===== src/sv/scc_pkg.sv =====
`default_nettype none
// ----------------------------------------------------------------------------
// scc_pkg: shared types and constants for the sphere collision test
// Holds the sequencer states, the command of the shared root/divide unit
// and the control group of the sum-of-squares unit.
// ----------------------------------------------------------------------------
package scc_pkg;

	localparam int unsigned SQRT_STEPS = 32;	// one root bit per step, 64-bit radicand
	localparam int unsigned DIV_STEPS  = 17;	// quotient never exceeds 2^16

	typedef enum logic {
		OP_SQRT,
		OP_DIV
	} op_t;

	typedef struct packed {
		logic start;
		op_t  op;
	} cmd_t;

	typedef struct packed {
		logic clr;
		logic vld;
	} sq_ctl_t;

	typedef enum logic [3:0] {
		ST_IDLE,
		ST_DIFF,
		ST_SQ,
		ST_SQW,
		ST_DIST,
		ST_NORM,
		ST_SHL,
		ST_SQN,
		ST_SQNW,
		ST_LEN,
		ST_DIVS,
		ST_DIVW,
		ST_OUT
	} state_t;

endpackage
`default_nettype wire


===== src/sv/scc_sqdiv.sv =====
`default_nettype none
// ----------------------------------------------------------------------------
// scc_sqdiv: shared iterative root and divide unit
// One compare-subtract datapath serves both a bitwise integer square root
// (two radicand bits per step) and a restoring division (one bit per step).
// ----------------------------------------------------------------------------
module scc_sqdiv (
	input  logic          clk,
	input  logic          arst_n,
	input  scc_pkg::cmd_t cmd,
	input  logic [63:0]   src,
	input  logic [32:0]   rem0,
	input  logic [31:0]   den,
	output logic [31:0]   res,
	output logic          done
);
	import scc_pkg::*;

	logic        busy_q;
	logic        done_q;
	logic [4:0]  cnt_q;
	op_t         op_q;
	logic [32:0] rem_q;
	logic [63:0] src_q;
	logic [31:0] res_q;
	logic [31:0] den_q;
	logic [34:0] shifted;
	logic [34:0] trial;
	logic [34:0] diff;
	logic        ge;

	always_comb begin
		unique case (op_q)
			OP_SQRT: begin
				shifted = {rem_q, src_q[63:62]};
				trial   = {1'b0, res_q, 2'b01};
			end
			OP_DIV: begin
				shifted = {1'b0, rem_q, src_q[63]};
				trial   = {3'b000, den_q};
			end
		endcase
		ge   = shifted >= trial;
		diff = shifted - trial;
	end

	always_ff @(posedge clk or negedge arst_n) begin
		if (!arst_n) begin
			busy_q <= 1'b0;
			done_q <= 1'b0;
			cnt_q  <= '0;
			op_q   <= OP_SQRT;
		end else begin
			done_q <= busy_q && (cnt_q == '0) && !cmd.start;
			if (cmd.start) begin
				busy_q <= 1'b1;
				op_q   <= cmd.op;
				cnt_q  <= (cmd.op == OP_SQRT) ? 5'(SQRT_STEPS - 1) : 5'(DIV_STEPS - 1);
			end else if (busy_q) begin
				cnt_q <= cnt_q - 5'd1;
				if (cnt_q == '0) begin
					busy_q <= 1'b0;
				end
			end
		end
	end

	// remainder, shift-in bits and partial result
	always_ff @(posedge clk) begin
		if (cmd.start) begin
			rem_q <= rem0;
			src_q <= src;
			res_q <= '0;
			den_q <= den;
		end else if (busy_q) begin
			rem_q <= ge ? diff[32:0] : shifted[32:0];
			src_q <= (op_q == OP_SQRT) ? {src_q[61:0], 2'b00} : {src_q[62:0], 1'b0};
			res_q <= {res_q[30:0], ge};
		end
	end

	assign res  = res_q;
	assign done = done_q;

endmodule
`default_nettype wire


===== config.mk =====
export PLATFORM = sky130hd
export DESIGN_NAME = scc_sqdiv
export DESIGN_NICKNAME = d
export VERILOG_FILES = /design/src/sv/scc_pkg.sv /design/src/sv/scc_sqdiv.sv
export SDC_FILE = /design/constraint.sdc
export NUM_CORES = 1
export LEC_CHECK = 0
export ABC_AREA = 1
export BUFFER_PORTS_ARGS = -buffer_cell sky130_fd_sc_hd__buf_2
export CELL_PAD_IN_SITES_DETAIL_PLACEMENT = 1
export CELL_PAD_IN_SITES_GLOBAL_PLACEMENT = 2
export CORE_MARGIN = 8
export CORE_UTILIZATION = 30
export CTS_CLUSTER_SIZE = 24
export DETAILED_ROUTE_END_ITERATION = 7
export PLACE_DENSITY = 0.78
export SYNTH_ARGS = -nofsm -noshare
export SYNTH_HDL_FRONTEND = slang
export SYNTH_SLANG_ARGS = --single-unit

===== constraint.sdc =====
create_clock -name clk -period 3.9 [get_ports clk]
set_input_delay 0.195 -clock clk [delete_from_list [all_inputs] [get_ports clk]]
set_output_delay 0.195 -clock clk [all_outputs]
set_load 0.01 [all_outputs]

==> out/results.txt <==
status: complete, no violations
Syn-to-layout area delta: 21.7%
Detailed Route Iter0 Violations: 494
Clk network pwr share: 23.9%
DP HPWL: 28700 um
RR Endpoint: rem_q[5]$_DFFE_PP_
CTS clk-pin slew, worst paths: 0.07 ns
clk root buf: clkbuf_16
WS Path Type: flip-flop to flip-flop
hold path depth: 3
routed len/inst: 17.8 um
Sw Ratio: 41.0%
crit path DAT: 3.75 ns
pre-CTS WS: 0.315 ns
TritonCTS Buffers: 17
grt total ovfl: 0
row count: 69
Die Area: 0.0419 mm2
Worst-Skew Late Latency: 0.43 ns
Final period util: 91.4%
Max H-tree Level: 4
Sum Neg Setup Slack: 0 ns
Post-layout nets: 1750
Ys Warns: 0
R2R cell count: 17
Critical Path RT: 4.09 ns
FILL cells: 4325
sequential area share after synthesis: 44.2%
antenna violations before repair: 0
Post-Syn Area per Cell: 7.62 um2
FMAX: 0.281 GHz
Final Hold Viols: 0
Hold Startpoint: rem0[3]
vias in the first global route: 10700
number of gates resized after CTS: 0
Comb pwr share: 46.4%
CP startpoint kind: flip-flop
largest net degree at the start of global routing: 87
Yosys reg bits: 169
Post-Synthesis Cells: 1402
# diodes: 0
final RePlAce weighted congestion: 0.880
Routed Wire Length: 36700 um
Post-synth EDFFs: 129
Leakage: 6.33 nW
Reg2Reg Setup Slack: 0.34 ns
element type at the critical path end: flip-flop
Slew Limit Fails: 0
Int Power: 4.88 mW
Synth Cell Area: 0.0107 mm2
Hold Path Class: primary input to flip-flop
share of the synthesized area in the top cell type: 36.3%
cts hold-fix bufs: 35
asr flop ratio synth: 4.73%
Final Setup Violations: 0
synth cell count leaders: nand2_1 (467), inv_1 (244), edfxtp_1 (129)
CTS max path bufs: 2
Clock Sinks: 169
CTS tree: built
CP max FO: 45
count leader, synth: nand2_1
drt pass-1 iters: 4
fin worst setup slack: 0.337 ns
# port buffers: 165
Synth area leaders: edfxtp_1 (36%), nand2_1 (16%), inv_1 (8.6%), dfxtp_1 (6.0%), o221ai_1 (5.3%)
first-pass GRT wire length: 58100 um
Initial Util: 30.2%
Worst-Margin Slew: 1.02 ns
I/O pins: 166
drt via density: 4.81
peak ir drop on the vdd network: 0.316 mV
Max-Cap Viols: 0
RSZ-0062 raised after global routing: no
P per Cell Area: 636 mW/mm2
all-layer global routing usage: 17.6%
DRT antenna net count: 0
post-CTS setup buffer count: 0
Hold Path Sink: rem_q[3]$_DFFE_PP_
Net Sw Power: 3.39 mW
sequential share of power: 29.7%
Clock Skews: 0.0108 ns
Yosys top cell by area: edfxtp_1
min cycle time layout: 3.56 ns
reg2reg start: op_q$_DFFE_PN0P_
Die Height: 205 um
Die X: 205 um
crit path launch: op_q$_DFFE_PN0P_
via count: 9870
Synth Net Count: 1572
share of cells above drive strength 1: 16.3%
max_slew headroom: 31.9%
post-synthesis cell type count: 43
Core Area: 0.0353 mm2
Primary FF master, synth: edfxtp_1
DRC viols: 0
==> critical path, stage by stage, from the launching register on <==
cell,delay (ns)
dfrtp_1,0.41
inv_4,0.14
buf_12,0.20
or2_2,0.28
o21ai_0,0.11
inv_1,0.08
ha_1,0.40
nand2_1,0.08
nand2_1,0.12
clkinv_1,0.07
nand2_1,0.19
nand4_1,0.18
nand3_2,0.14
nand2_4,0.25
nand2_8,0.34
nand2_1,0.12
nand3_1,0.11
nand2_1,0.06
==> state kept, by name, indices dropped and copies added (netlist names) <==
name and flops:
src_q 64, rem_q 33, den_q 32, res 32
cnt_q 5, busy_q 1, done 1, op_q 1
==> worst max path at each step <==
stage	end	slack [ns]	cells after the start
final	rem_q[5]$_DFFE_PP_	0.34	17
after CTS	rem_q[5]$_DFFE_PP_	0.32	17
after global routing	rem_q[7]$_DFFE_PP_	0.02	17
after detailed placement	rem_q[5]$_DFFE_PP_	0.32	17
after floorplan	rem_q[0]$_DFFE_PP_	0.01	3
after global placement	rem_q[9]$_DFFE_PP_	0.41	17
==> stage by stage <==
step	area (um2)	utilization, %	std cells	hold slack, ns	total power, mW
6_report	13000	36.8	2054	0.0358	8.27
5_1_grt	13000	36.8	2054	0.0423	8.92
4_1_cts	13000	36.8	2054	0.00976	8.36
3_5_place_dp	12000	33.9	1987	0.0537	6.32
3_3_place_gp	12000	33.9	1987	0.0540	6.26
2_1_floorplan	10700	-	1402	-0.101	5.18
==> cell usage in the layout, fill, tap and decap left out, types with 32 or more instances in the layout <==
master / Yosys / layout
ha_1: 36 / 36
inv_1: 244 / 244
dfxtp_1: 32 / 32
edfxtp_1: 129 / 129
nand3_1: 99 / 99
o221ai_1: 64 / 64
o21ai_0: 69 / 69
dlygate4sd3_1: 0 / 35
buf_2: 7 / 164
nor2_1: 47 / 47
nand2_1: 467 / 466
==> cell type report <==
type	count	area, um2	area share, %
Clock buffer	21	470	3.62
Clock inverter	11	216	1.67
Inverter	258	973	7.49
Multi-Input combinational cell	920	4740	36.4
Sequential cell	169	4710	36.3
Tap cell	461	577	4.44
Timing Repair Buffer	214	1310	10.1
==> power groups by stage <==
stage	Combinational [mW]	Sequential, mW	Clock [mW]
3_3_place_gp	3.78	2.49	0
4_1_cts	3.88	2.45	2.03
5_1_grt	4.37	2.49	2.07
3_5_place_dp	3.83	2.49	0
6_report	3.84	2.45	1.98
2_1_floorplan	2.76	2.42	0
==> per-layer routing <==
layer	global-route usage, %	share of wire [%]	vias to the layer above
met2	29.7	48	170
met4	5.14	1.8	0
met1	22.6	46	4725
met3	3.26	3.7	36
li1	-	-	4939
met5	0	0	-
==> logic make-up (layout without fill, tap and decap cells) <==
| logic type | after synthesis | after routing | share of synthesized area (%) |
|---|---|---|---|
| adder cells (fa/ha/maj) | 37 | 37 | 4.41 |
| multiplexers | 1 | 1 | 0.0938 |
| flip-flops | 169 | 169 | 44.2 |
| buffers and inverters | 313 | 504 | 11.5 |
| XOR/XNOR | 16 | 16 | 1.31 |
| AO/OA/AOI/OAI | 188 | 188 | 11.5 |
| AND/OR/NAND/NOR | 678 | 678 | 27.0 |
Note: power is estimated with default switching activity, not from simulation.
